### config.mk
export PLATFORM = sky130hd
export DESIGN_NAME = color_distance_replace
export DESIGN_NICKNAME = d
export VERILOG_FILES = /design/src/design/cdr_pkg.sv /design/src/design/color_distance_replace.sv /design/src/design/cdr_cfg.sv /design/src/design/cdr_dist.sv /design/src/design/cdr_div.sv /design/src/design/cdr_blend.sv
export SDC_FILE = /design/constraint.sdc
export NUM_CORES = 2
export LEC_CHECK = 0
export ABC_AREA = 1
export BUFFER_PORTS_ARGS = -buffer_cell sky130_fd_sc_hd__buf_4
export CAP_MARGIN = 25
export CORE_UTILIZATION = 65
export CTS_BUF_LIST = sky130_fd_sc_hd__clkbuf_2 sky130_fd_sc_hd__clkbuf_4 sky130_fd_sc_hd__clkbuf_8
export DETAILED_ROUTE_END_ITERATION = 10
export PLACE_DENSITY = 0.9
export SETUP_SLACK_MARGIN = 0.2
export SLEW_MARGIN = 20
export SYNTH_ARGS = -nofsm -noshare
export SYNTH_HDL_FRONTEND = slang
export SYNTH_SLANG_ARGS = --single-unit
### constraint.sdc
create_clock -name i_clk -period 11.7 [get_ports i_clk]
set_input_delay 1.17 -clock i_clk [delete_from_list [all_inputs] [get_ports i_clk]]
set_output_delay 1.17 -clock i_clk [all_outputs]
set_load 0.005 [all_outputs]
### src/design/cdr_pkg.sv
`timescale 1ns / 1ps
package cdr_pkg;

    localparam int CFG_IDX_W  = 3;
    localparam int CFG_DATA_W = 10;
    localparam int LIM_W      = 10;
    localparam int LIM2_W     = 2 * LIM_W;
    localparam int SUM_W      = 30;
    localparam int C_W        = 16;
    localparam int DIV_STAGES = C_W;
    localparam int DIVD_W     = SUM_W + 7;
    localparam int PROD_W     = 26;

    localparam logic [CFG_IDX_W-1:0] REG_NEW_RED   = 3'd0;
    localparam logic [CFG_IDX_W-1:0] REG_NEW_GREEN = 3'd1;
    localparam logic [CFG_IDX_W-1:0] REG_NEW_BLUE  = 3'd2;
    localparam logic [CFG_IDX_W-1:0] REG_OLD_RED   = 3'd3;
    localparam logic [CFG_IDX_W-1:0] REG_OLD_GREEN = 3'd4;
    localparam logic [CFG_IDX_W-1:0] REG_OLD_BLUE  = 3'd5;
    localparam logic [CFG_IDX_W-1:0] REG_LIMIT     = 3'd6;

    localparam logic [7:0] ALPHA_OPAQUE = 8'hFF;

    typedef struct packed {
        logic [7:0] blue;
        logic [7:0] green;
        logic [7:0] red;
        logic [7:0] alpha;
        logic       frame_end;
    } t_pix;

    typedef struct packed {
        logic [7:0]        new_red;
        logic [7:0]        new_green;
        logic [7:0]        new_blue;
        logic [7:0]        old_red;
        logic [7:0]        old_green;
        logic [7:0]        old_blue;
        logic [LIM2_W-1:0] lim2;
    } t_cfg;

endpackage

### src/design/color_distance_replace.sv
`timescale 1ns / 1ps
// pipeline: 4 distance, 16 divide and 2 blend stages from input transfer to output transfer
// throughput: one pixel per cycle unless stalled; every stage fills its bubble in a stall
// the divide part is a 16-stage restoring divider, one quotient bit per stage
// reset (synchronous, active low) clears all valid bits and sets every
// configuration register to zero
module color_distance_replace
    import cdr_pkg::*;
(
    input  logic                  i_clk,
    input  logic                  i_rst_n,
    input  logic                  i_cfg_we,
    input  logic [CFG_IDX_W-1:0]  i_cfg_index,
    input  logic [CFG_DATA_W-1:0] i_cfg_data,
    input  logic                  i_valid,
    output logic                  o_stall,
    input  logic [7:0]            i_pixel_blue,
    input  logic [7:0]            i_pixel_green,
    input  logic [7:0]            i_pixel_red,
    input  logic [7:0]            i_pixel_alpha,
    input  logic                  i_frame_end,
    output logic                  o_valid,
    input  logic                  i_stall,
    output logic [7:0]            o_out_blue,
    output logic [7:0]            o_out_green,
    output logic [7:0]            o_out_red,
    output logic [7:0]            o_out_alpha,
    output logic                  o_replaced,
    output logic                  o_frame_end_out
);

    t_cfg             cfg;
    t_pix             in_pix;
    t_pix             dist_pix;
    t_pix             div_pix;
    t_pix             out_pix;
    logic             dist_ready, dist_valid, dist_match;
    logic [SUM_W-1:0] dist_sum;
    logic             div_ready, div_valid, div_match;
    logic [C_W-1:0]   div_quot;
    logic             blend_ready;

    assign in_pix.blue      = i_pixel_blue;
    assign in_pix.green     = i_pixel_green;
    assign in_pix.red       = i_pixel_red;
    assign in_pix.alpha     = i_pixel_alpha;
    assign in_pix.frame_end = i_frame_end;

    cdr_cfg u_cfg (
        .i_clk   (i_clk),
        .i_rst_n (i_rst_n),
        .i_we    (i_cfg_we),
        .i_index (i_cfg_index),
        .i_data  (i_cfg_data),
        .o_cfg   (cfg)
    );

    cdr_dist u_dist (
        .i_clk   (i_clk),
        .i_rst_n (i_rst_n),
        .i_cfg   (cfg),
        .i_valid (i_valid),
        .o_ready (dist_ready),
        .i_pix   (in_pix),
        .o_valid (dist_valid),
        .i_adv   (div_ready),
        .o_sum   (dist_sum),
        .o_match (dist_match),
        .o_pix   (dist_pix)
    );

    cdr_div u_div (
        .i_clk   (i_clk),
        .i_rst_n (i_rst_n),
        .i_lim2  (cfg.lim2),
        .i_valid (dist_valid),
        .o_ready (div_ready),
        .i_sum   (dist_sum),
        .i_match (dist_match),
        .i_pix   (dist_pix),
        .o_valid (div_valid),
        .i_adv   (blend_ready),
        .o_quot  (div_quot),
        .o_match (div_match),
        .o_pix   (div_pix)
    );

    cdr_blend u_blend (
        .i_clk      (i_clk),
        .i_rst_n    (i_rst_n),
        .i_cfg      (cfg),
        .i_valid    (div_valid),
        .o_ready    (blend_ready),
        .i_quot     (div_quot),
        .i_match    (div_match),
        .i_pix      (div_pix),
        .o_valid    (o_valid),
        .i_stall    (i_stall),
        .o_pix      (out_pix),
        .o_replaced (o_replaced)
    );

    assign o_stall         = !dist_ready;
    assign o_out_blue      = out_pix.blue;
    assign o_out_green     = out_pix.green;
    assign o_out_red       = out_pix.red;
    assign o_out_alpha     = out_pix.alpha;
    assign o_frame_end_out = out_pix.frame_end;

    a_replaced_opaque: assert property (@(posedge i_clk) disable iff (!i_rst_n)
        (o_valid && o_replaced) |-> (o_out_alpha == ALPHA_OPAQUE))
        else $error("replaced pixel without opaque alpha");

    a_reset_empty: assert property (@(posedge i_clk)
        !i_rst_n |=> !o_valid)
        else $error("output valid right after reset");

    a_stall_only_full: assert property (@(posedge i_clk) disable iff (!i_rst_n)
        o_stall |-> (o_valid && i_stall))
        else $error("input stalled while output is free");

endmodule

### src/design/cdr_cfg.sv
`timescale 1ns / 1ps
module cdr_cfg
    import cdr_pkg::*;
(
    input  logic                  i_clk,
    input  logic                  i_rst_n,
    input  logic                  i_we,
    input  logic [CFG_IDX_W-1:0]  i_index,
    input  logic [CFG_DATA_W-1:0] i_data,
    output t_cfg                  o_cfg
);

    t_cfg              r_cfg;
    t_cfg              n_cfg;
    logic [LIM2_W-1:0] lim_sq;

    // limit is squared once at write time
    assign lim_sq = {{LIM_W{1'b0}}, i_data[LIM_W-1:0]} * {{LIM_W{1'b0}}, i_data[LIM_W-1:0]};

    always_comb begin
        n_cfg = r_cfg;
        if (i_we) begin
            unique case (i_index)
                REG_NEW_RED:   n_cfg.new_red   = i_data[7:0];
                REG_NEW_GREEN: n_cfg.new_green = i_data[7:0];
                REG_NEW_BLUE:  n_cfg.new_blue  = i_data[7:0];
                REG_OLD_RED:   n_cfg.old_red   = i_data[7:0];
                REG_OLD_GREEN: n_cfg.old_green = i_data[7:0];
                REG_OLD_BLUE:  n_cfg.old_blue  = i_data[7:0];
                REG_LIMIT:     n_cfg.lim2      = lim_sq;
                default:       n_cfg = r_cfg;
            endcase
        end
    end

    always_ff @(posedge i_clk) begin
        if (!i_rst_n) begin
            r_cfg <= '0;
        end else begin
            r_cfg <= n_cfg;
        end
    end

    assign o_cfg = r_cfg;

endmodule

### src/design/cdr_dist.sv
`timescale 1ns / 1ps
module cdr_dist
    import cdr_pkg::*;
(
    input  logic             i_clk,
    input  logic             i_rst_n,
    input  t_cfg             i_cfg,
    input  logic             i_valid,
    output logic             o_ready,
    input  t_pix             i_pix,
    output logic             o_valid,
    input  logic             i_adv,
    output logic [SUM_W-1:0] o_sum,
    output logic             o_match,
    output t_pix             o_pix
);

    logic r_v1, r_v2, r_v3, r_v4;
    logic e1, e2, e3, e4;

    // stage 1: differences
    logic signed [8:0] r1_dr, r1_dg, r1_db;
    logic        [8:0] r1_rsum;
    t_pix              r1_pix;
    // stage 2: squares
    logic [15:0]       r2_sq_r, r2_sq_g, r2_sq_b;
    logic [8:0]        r2_rsum;
    t_pix              r2_pix;
    // stage 3: weighted sum and red-mean term
    logic [SUM_W-1:0]  r3_a;
    logic signed [26:0] r3_p;
    t_pix              r3_pix;
    // stage 4: distance and match
    logic [SUM_W-1:0]  r4_s;
    logic              r4_match;
    t_pix              r4_pix;

    logic signed [8:0]  n_dr, n_dg, n_db;
    logic signed [17:0] prod_r, prod_g, prod_b;
    logic signed [16:0] sq_diff;
    logic signed [26:0] n_p;
    logic [SUM_W-1:0]   n_a, n_s, lim_sh;

    assign e4 = !r_v4 || i_adv;
    assign e3 = !r_v3 || e4;
    assign e2 = !r_v2 || e3;
    assign e1 = !r_v1 || e2;
    assign o_ready = e1;

    assign n_dr = $signed({1'b0, i_pix.red})   - $signed({1'b0, i_cfg.old_red});
    assign n_dg = $signed({1'b0, i_pix.green}) - $signed({1'b0, i_cfg.old_green});
    assign n_db = $signed({1'b0, i_pix.blue})  - $signed({1'b0, i_cfg.old_blue});

    assign prod_r = 18'(r1_dr) * 18'(r1_dr);
    assign prod_g = 18'(r1_dg) * 18'(r1_dg);
    assign prod_b = 18'(r1_db) * 18'(r1_db);

    assign n_a = {4'b0, r2_sq_r, 10'b0} + {3'b0, r2_sq_g, 11'b0}
               + {4'b0, r2_sq_b, 10'b0} + {5'b0, r2_sq_b, 9'b0};
    assign sq_diff = $signed({1'b0, r2_sq_r}) - $signed({1'b0, r2_sq_b});
    assign n_p = 27'($signed({1'b0, r2_rsum})) * 27'(sq_diff);

    assign n_s    = r3_a + {{(SUM_W-27){r3_p[26]}}, r3_p};
    assign lim_sh = {1'b0, i_cfg.lim2, 9'b0};

    always_ff @(posedge i_clk) begin
        if (!i_rst_n) begin
            r_v1 <= 1'b0;
            r_v2 <= 1'b0;
            r_v3 <= 1'b0;
            r_v4 <= 1'b0;
        end else begin
            if (e1) r_v1 <= i_valid;
            if (e2) r_v2 <= r_v1;
            if (e3) r_v3 <= r_v2;
            if (e4) r_v4 <= r_v3;
        end
    end

    always_ff @(posedge i_clk) begin
        if (e1) begin
            r1_dr   <= n_dr;
            r1_dg   <= n_dg;
            r1_db   <= n_db;
            r1_rsum <= {1'b0, i_pix.red} + {1'b0, i_cfg.old_red};
            r1_pix  <= i_pix;
        end
        if (e2) begin
            r2_sq_r <= prod_r[15:0];
            r2_sq_g <= prod_g[15:0];
            r2_sq_b <= prod_b[15:0];
            r2_rsum <= r1_rsum;
            r2_pix  <= r1_pix;
        end
        if (e3) begin
            r3_a   <= n_a;
            r3_p   <= n_p;
            r3_pix <= r2_pix;
        end
        if (e4) begin
            r4_s     <= n_s;
            r4_match <= (i_cfg.lim2 != '0) && (n_s < lim_sh);
            r4_pix   <= r3_pix;
        end
    end

    assign o_valid = r_v4;
    assign o_sum   = r4_s;
    assign o_match = r4_match;
    assign o_pix   = r4_pix;

endmodule

### src/design/cdr_div.sv
`timescale 1ns / 1ps
module cdr_div
    import cdr_pkg::*;
(
    input  logic              i_clk,
    input  logic              i_rst_n,
    input  logic [LIM2_W-1:0] i_lim2,
    input  logic              i_valid,
    output logic              o_ready,
    input  logic [SUM_W-1:0]  i_sum,
    input  logic              i_match,
    input  t_pix              i_pix,
    output logic              o_valid,
    input  logic              i_adv,
    output logic [C_W-1:0]    o_quot,
    output logic              o_match,
    output t_pix              o_pix
);

    logic [DIV_STAGES-1:0] r_v;
    logic [DIV_STAGES-1:0] r_match;
    logic [DIV_STAGES-1:0] e;
    logic [DIVD_W-1:0]     r_rem [DIV_STAGES];
    logic [C_W-1:0]        r_q   [DIV_STAGES];
    t_pix                  r_pix [DIV_STAGES];
    logic [DIVD_W-1:0]     div_ext;

    assign div_ext = {{(DIVD_W-LIM2_W){1'b0}}, i_lim2};

    genvar j;
    generate
        for (j = 0; j < DIV_STAGES; j++) begin : g_stage
            logic              v_in;
            logic              m_in;
            logic [DIVD_W-1:0] rem_in;
            logic [C_W-1:0]    q_in;
            t_pix              pix_in;
            logic [DIVD_W-1:0] dsh;
            logic              ge;

            if (j == 0) begin : g_first
                assign v_in   = i_valid;
                assign m_in   = i_match;
                assign rem_in = {i_sum, 7'b0};
                assign q_in   = '0;
                assign pix_in = i_pix;
            end else begin : g_next
                assign v_in   = r_v[j-1];
                assign m_in   = r_match[j-1];
                assign rem_in = r_rem[j-1];
                assign q_in   = r_q[j-1];
                assign pix_in = r_pix[j-1];
            end

            if (j == DIV_STAGES - 1) begin : g_last_en
                assign e[j] = !r_v[j] || i_adv;
            end else begin : g_mid_en
                assign e[j] = !r_v[j] || e[j+1];
            end

            // one quotient bit per stage, most significant first
            assign dsh = div_ext << (C_W - 1 - j);
            assign ge  = rem_in >= dsh;

            always_ff @(posedge i_clk) begin
                if (!i_rst_n) begin
                    r_v[j] <= 1'b0;
                end else if (e[j]) begin
                    r_v[j] <= v_in;
                end
            end

            always_ff @(posedge i_clk) begin
                if (e[j]) begin
                    r_rem[j]   <= ge ? rem_in - dsh : rem_in;
                    r_q[j]     <= {q_in[C_W-2:0], ge};
                    r_match[j] <= m_in;
                    r_pix[j]   <= pix_in;
                end
            end
        end
    endgenerate

    assign o_ready = e[0];
    assign o_valid = r_v[DIV_STAGES-1];
    assign o_quot  = r_q[DIV_STAGES-1];
    assign o_match = r_match[DIV_STAGES-1];
    assign o_pix   = r_pix[DIV_STAGES-1];

endmodule

### src/design/cdr_blend.sv
`timescale 1ns / 1ps
module cdr_blend
    import cdr_pkg::*;
(
    input  logic           i_clk,
    input  logic           i_rst_n,
    input  t_cfg           i_cfg,
    input  logic           i_valid,
    output logic           o_ready,
    input  logic [C_W-1:0] i_quot,
    input  logic           i_match,
    input  t_pix           i_pix,
    output logic           o_valid,
    input  logic           i_stall,
    output t_pix           o_pix,
    output logic           o_replaced
);

    logic r_v1, r_v2;
    logic e1, e2;

    logic signed [PROD_W-1:0] r1_prod [3];
    logic                     r1_match;
    t_pix                     r1_pix;

    t_pix r2_pix;
    logic r2_replaced;

    logic [7:0]               src_in [3];
    logic [7:0]               nw     [3];
    logic signed [PROD_W-1:0] n_prod [3];
    logic [7:0]               blended [3];
    t_pix                     n_out;

    assign e2 = !r_v2 || !i_stall;
    assign e1 = !r_v1 || e2;
    assign o_ready = e1;

    assign src_in[0] = i_pix.blue;
    assign src_in[1] = i_pix.green;
    assign src_in[2] = i_pix.red;
    assign nw[0]     = i_cfg.new_blue;
    assign nw[1]     = i_cfg.new_green;
    assign nw[2]     = i_cfg.new_red;

    always_comb begin
        logic signed [8:0]        diff;
        logic signed [PROD_W-1:0] biased;
        logic signed [9:0]        t;
        logic signed [10:0]       v;
        for (int k = 0; k < 3; k++) begin
            diff      = $signed({1'b0, src_in[k]}) - $signed({1'b0, nw[k]});
            n_prod[k] = PROD_W'(diff) * PROD_W'($signed({1'b0, i_quot}));
            // truncate toward zero
            biased = r1_prod[k] + (r1_prod[k][PROD_W-1] ? PROD_W'(65535) : PROD_W'(0));
            t      = biased[PROD_W-1:C_W];
            v      = $signed({3'b0, nw[k]}) + $signed({t[9], t});
            if (v[10]) begin
                blended[k] = 8'h00;
            end else if (v[9:8] != 2'b00) begin
                blended[k] = 8'hFF;
            end else begin
                blended[k] = v[7:0];
            end
        end
    end

    always_comb begin
        n_out = r1_pix;
        if (r1_match) begin
            n_out.blue  = blended[0];
            n_out.green = blended[1];
            n_out.red   = blended[2];
            n_out.alpha = ALPHA_OPAQUE;
        end
    end

    always_ff @(posedge i_clk) begin
        if (!i_rst_n) begin
            r_v1 <= 1'b0;
            r_v2 <= 1'b0;
        end else begin
            if (e1) r_v1 <= i_valid;
            if (e2) r_v2 <= r_v1;
        end
    end

    always_ff @(posedge i_clk) begin
        if (e1) begin
            r1_prod[0] <= n_prod[0];
            r1_prod[1] <= n_prod[1];
            r1_prod[2] <= n_prod[2];
            r1_match   <= i_match;
            r1_pix     <= i_pix;
        end
        if (e2) begin
            r2_pix      <= n_out;
            r2_replaced <= r1_match;
        end
    end

    assign o_valid    = r_v2;
    assign o_pix      = r2_pix;
    assign o_replaced = r2_replaced;

endmodule
# After elaboration in Yosys (flattened, before gate mapping)
# Memories as Yosys holds them, arrays and structs flattened.
# Cells that the tools add are included.
[totals]
ff_bits = 487
mem_bits_rw = 1454
output_inout_bits = 36
word_cells = 277
mem_count = 4
[classes]
add_sub_neg = 34
n_mul = 8
n_lt_le_gt_ge = 17
n_eq_ne = 6
mux = 60
n_reduce_logical = 59
[memory_table]
columns = ["name", "depth", "width", "rd", "rd_ports_with_merged_regs", "wr", "line_no", "rtl"]
rows = [
  ["u_div.r_rem", 16, 37, 15, 0, 16, "cdr_div.sv:23", "logic [DIVD_W-1:0] r_rem [DIV_STAGES];"],
  ["u_div.r_pix", 16, 33, 16, 0, 16, "cdr_div.sv:25", "t_pix r_pix [DIV_STAGES];"],
  ["u_div.r_q", 16, 16, 16, 0, 16, "cdr_div.sv:24", "logic [C_W-1:0] r_q [DIV_STAGES];"],
  ["u_blend.r1_prod", 3, 26, 3, 0, 3, "cdr_blend.sv:22", "logic signed [PROD_W-1:0] r1_prod [3];"],
]
[ops]
columns = ["operator", "n"]
rows = [
  ["$mux 37", 16],
  ["$add 26x17->26", 3],
  ["$mul 9x17->26", 3],
  ["$sub 8x8->9", 6],
  ["$mul 9x9->16", 3],
  ["$mux 16", 3],
  ["$mux 8", 6],
  ["$ge 37x20->1", 1],
  ["$ge 37x21->1", 1],
  ["$ge 37x22->1", 1],
  ["$ge 37x23->1", 1],
  ["$ge 37x24->1", 1],
  ["$ge 37x25->1", 1],
  ["$ge 37x26->1", 1],
  ["$ge 37x27->1", 1],
  ["$ge 37x28->1", 1],
  ["$ge 37x29->1", 1],
  ["$ge 37x30->1", 1],
  ["$ge 37x31->1", 1],
  ["$ge 37x32->1", 1],
  ["$ge 37x33->1", 1],
  ["$ge 37x34->1", 1],
  ["$ge 37x35->1", 1],
  ["$sub 37x20->37", 1],
  ["37 further kinds", 127],
]

# Logic depth before layout (Yosys ltp)
[depth]
word_depth = 24
ltp_mapped = 41
ltp_nobuf = 40

# Modules after synthesis
# Synthesis repeated with hierarchy kept, for this count alone.
[unflattened]
hier_cells = 12108
hier_area_um2 = 116167.7
[modules_own_cells]
columns = ["mod", "instances", "cells_per_inst", "area_per_inst_um2"]
rows = [
  ["cdr_div", 1, 5994, 60697.0],
  ["cdr_dist", 1, 2718, 27257.4],
  ["cdr_blend", 1, 2677, 22922.0],
  ["cdr_cfg", 1, 718, 5287.6],
  ["color_distance_replace", 1, 1, 3.8],
]

# Worst setup path before layout
# OpenSTA, ideal clock, no wires.
[synth_path]
path_type = "input-to-output"
start = "input i_stall"
end = "output o_stall"
t_arrival_ns = 9.152
setup_slack_ns = 1.378
path_stages = 12
path_buffers = 0
path_cell_list = "nand3_2 > nor2_4 > nand4_4 > nor2_4 > nand4_4 > nor2_4 > nand4_4 > nor2_4 > nand4_4 > nor2_8 > nand4_4 > inv_1"
[synth_between]
elab_chain_cells = 24
[synth_rtl]
columns = ["item", "line_no", "rtl"]
rows = [
  ["start: declaration", "color_distance_replace.sv:23", "input logic i_stall,"],
  ["$logic_not 1->1", "cdr_blend.sv:35", "assign e2 = !r_v2 || !i_stall;"],
  ["$logic_or 1x1->1", "cdr_blend.sv:35", ""],
  ["$logic_or 1x1->1", "cdr_blend.sv:36", "assign e1 = !r_v1 || e2;"],
  ["$logic_or 1x1->1", "cdr_div.sv:56", "assign e[j] = !r_v[j] || i_adv;"],
  ["$logic_or 1x1->1 (3 in a row)", "cdr_div.sv:58", "assign e[j] = !r_v[j] || e[j+1];"],
  ["via u_div.e[12]", "cdr_div.sv:22", "logic [DIV_STAGES-1:0] e;"],
  ["$logic_or 1x1->1 (4 in a row)", "cdr_div.sv:58", ""],
  ["via u_div.e[8]", "cdr_div.sv:22", ""],
  ["$logic_or 1x1->1 (4 in a row)", "cdr_div.sv:58", ""],
  ["via u_div.e[4]", "cdr_div.sv:22", ""],
  ["$logic_or 1x1->1 (4 in a row)", "cdr_div.sv:58", ""],
  ["via div_ready", "color_distance_replace.sv:39", "logic div_ready, div_valid, div_match;"],
  ["$logic_or 1x1->1", "cdr_dist.sv:44", "assign e4 = !r_v4 || i_adv;"],
  ["$logic_or 1x1->1", "cdr_dist.sv:45", "assign e3 = !r_v3 || e4;"],
  ["$logic_or 1x1->1", "cdr_dist.sv:46", "assign e2 = !r_v2 || e3;"],
  ["$logic_or 1x1->1", "cdr_dist.sv:47", "assign e1 = !r_v1 || e2;"],
  ["$logic_not 1->1", "color_distance_replace.sv:103", "assign o_stall = !dist_ready;"],
  ["end: declaration", "color_distance_replace.sv:16", "output logic o_stall,"],
]
# The timed path passes the listed nets, and every way through them passes these cells.

# Final worst setup path
[layout_path]
start = "register u_dist.r2_rsum[0]"
end = "register u_dist.r3_p[25], data pin"
[layout_between]
elab_chain_cells = 1
[layout_rtl]
columns = ["item", "line_no", "rtl"]
rows = [
  ["start: declaration", "cdr_dist.sv:27", "logic [8:0] r2_rsum;"],
  ["start signal: assignment", "cdr_dist.sv:92", "r2_rsum <= r1_rsum;"],
  ["$mul 10x17->27", "cdr_dist.sv:61", "assign n_p = 27'($signed({1'b0, r2_rsum})) * 27'(sq_diff);"],
  ["via u_dist.n_p[25]", "cdr_dist.sv:41", "logic signed [26:0] n_p;"],
  ["end signal: assignment", "cdr_dist.sv:97", "r3_p <= n_p;"],
  ["end: declaration", "cdr_dist.sv:31", "logic signed [26:0] r3_p;"],
]
# The timed path passes the listed nets, and every way through them passes these cells.
# A chain may end at the register's enable or synchronous reset.

==> out/metrics.cfg <==
[placement]
dp_hpwl_mm = 212
portBuffers = 86
finalWeightedCongestion = 0.961
post-place-ws_ns = 3.54

[logic_synthesis]
netlist_area_um2 = 111000
syn_area_per_cell_um2 = 10.2
ys_async_sr_fraction = 0
synth_enable_flop_cells = 1595
synth_ff_type = edfxtp_1
ys_seq_area_frac = 0.449
synth_seq_cells = 1684
synthTopCellsByArea = edfxtp_1, fa_1, ha_1
yosysUniqueCellTypes = 75
synth_top_cell_by_area = edfxtp_1
yosys-top-cells-count = nand2_1, inv_1, edfxtp_1
syn_nets = 12500
synth.most_common_cell = nand2_1
ys_warn_count = 0
synthCells = 10900
synth_top_cell_area_share = 0.433

[clock_tree]
insertion_delay_ns = 1.04
cts_resized = 0
htreeDepth = 5
cts.sinks = 1684
cts_hold_buffers = 0
cts_tree = built
clk_path_buf_depth = 4
cts.clk_slew.worst_paths_ns = 0.06
cts-root-buf = clkbuf_8
cts_made_buffers = 289
post_cts_buffers = 0

[worst_setup_path]
cp.required_ns = 12.54
path_delay_family = adder cells
r2r_setup_slack_ns = 3.48
crit_path_top_delay_cell = edfxtp_1
rr_worst_depth = 33
worst_ep_arrival_time_ns = 9.06
reg2reg_to = u_dist.r3_p[25]$_DFFE_PP_
worstSetupStartpoint = u_dist.r2_rsum[0]$_DFFE_PP_
worst_path_largest_cell_delay_ns = 0.62
critical_path_buf_inv_count = 5
crit_path_frequent_cell = nand2_1
endpoint_kind = register
r2r-start = u_dist.r2_rsum[0]$_DFFE_PP_
worstPathMaxFanout = 11
worstSetupPathType = register to register
cp-start-kind = register

[timing]
period_share = 0.703
setup_viol = 0
rsz0062_at_grt = false
final-hold-violation-count = 0
relSlewSlack = 0.266
layout_setup_ws_ns = 3.48
finalMaxSlewViolations = 0
fin_crit_ns = 8.22
fin_skew_ns = 0.102
setup_tns_ns = 0
tightest_slew_ns = 1.10
fmax_mhz = 122

[routing]
wirelength_mm = 287
dr.max_layer_used = met5
postRouteAntennaNets = 0
vias = 81200
wl_met2_mm = 137
routedWlPerCell_um = 21.2
initialDrtViolationCount = 8118
drc = 0
met3_length_mm = 26.1
wl_met1_mm = 103
via_per_inst = 6.00
dr.pass1.iters = 7

[min_path]
min_path_type = input pin to register
min_path_cells = 1
min_to = u_dist.r1_pix[6]$_DFFE_PN_
hold_path.startpoint = i_pixel_alpha[5]

[floorplan]
chipWidth_um = 415
start_util = 0.654
ios = 87
core_um2 = 169000
die_area_um2 = 172000
rows = 151
fp.dieH_um = 415

[cells_and_area]
drive_gt1_frac = 0.0693
post-route-util = 0.706
area.growth.synth_to_final_pct = 8.03
final_net_count = 12800

[grt]
grt_pass1_wl_mm = 448
track_usage = 0.335
grt_overflow_total = 0
grt_start_max_net_pins = 80
grt_pass1_vias = 83300
antenna_found_initial = 19

[status]
outcome = finished, final reports clean

[flow_run]
max-cap-violations = 0

[cell families (layout without fill, tap and decap cells)]
family | after synthesis | after routing | synth area share
adders and majority gates | 1601 | 1601 | 0.226
xor gates and xnor gates | 626 | 626 | 0.0497
other | 0 | 17 | 0
AOI/OAI and AO/OA | 1668 | 1668 | 0.0832
and+or+nand+nor | 3405 | 3405 | 0.128
buffers and inverters | 1872 | 2312 | 0.0645
DFF | 1684 | 1684 | 0.449
[placed cells by master, fill, tap and decap left out, drive strengths merged, types with 109 or more instances in the layout]
master / n
nand2: 1870
inv: 1667
edfxtp: 1595
ha: 944
nor2: 908
a21oi: 781
fa: 657
o21ai: 609
clkbuf: 394
xor2: 338
xnor2: 288
nand3: 235
buf: 154
nor3: 109
[state kept, by name (all words and copies together), names as in the netlist, 32 cells and up]
signal and count:
u_blend.r1_prod 78, u_div.r_rem 471, u_div.r_q 136, u_dist.r1_pix 33, u_dist.r2_pix 33, u_div.r_pix 528
u_dist.o_pix 33, u_blend.r1_pix 32, u_dist.r3_pix 33, u_blend.o_pix 33, u_cfg.o_cfg 67
[how the worst max path moves through the flow]
| stage | to | slack, ns | cells past startpoint |
|---|---|---|---|
| 2_1_floorplan | o_stall | 1.38 | 12 |
| 3_3_place_gp | u_dist.r3_p[25]$_DFFE_PP_ | 3.65 | 33 |
| 3_5_place_dp | u_dist.r3_p[25]$_DFFE_PP_ | 3.54 | 33 |
| 4_1_cts | u_dist.r3_p[25]$_DFFE_PP_ | 3.49 | 33 |
| 5_1_grt | u_dist.r3_p[25]$_DFFE_PP_ | 2.81 | 33 |
| 6_report | u_dist.r3_p[25]$_DFFE_PP_ | 3.48 | 33 |
[area by class of cell]
class | instances | area [um^2]
multi-input combinational | 7300 | 53900
fill | 11500 | 49800
sequential | 1684 | 49700
inverter | 1675 | 6290
clock buffer | 394 | 4850
tap | 2218 | 2780
timing repair buffer | 154 | 1250
clock inverter | 89 | 718
antenna | 17 | 42.5
[metal layers]
| layer | up-vias | GRT usage |
|---|---|---|
| met5 | - | 0.00111 |
| met4 | 16 | 0.219 |
| met1 | 38700 | 0.393 |
| li1 | 36800 | - |
| met3 | 1333 | 0.0780 |
| met2 | 4302 | 0.555 |
[stage by stage]
step | instances | area (um^2) | hold slack (ns)
global placement | 13000 | 114000 | 0.400
CTS | 13500 | 119000 | 0.234
floorplan | 10900 | 111000 | 0.400
global route | 13500 | 119000 | 0.249
detailed placement | 13000 | 114000 | 0.405
finish | 13500 | 120000 | 0.318
Power is left out: the tool's default activity adds up to more than one toggle a clock period on the data nets, which glitch-free logic cannot reach.
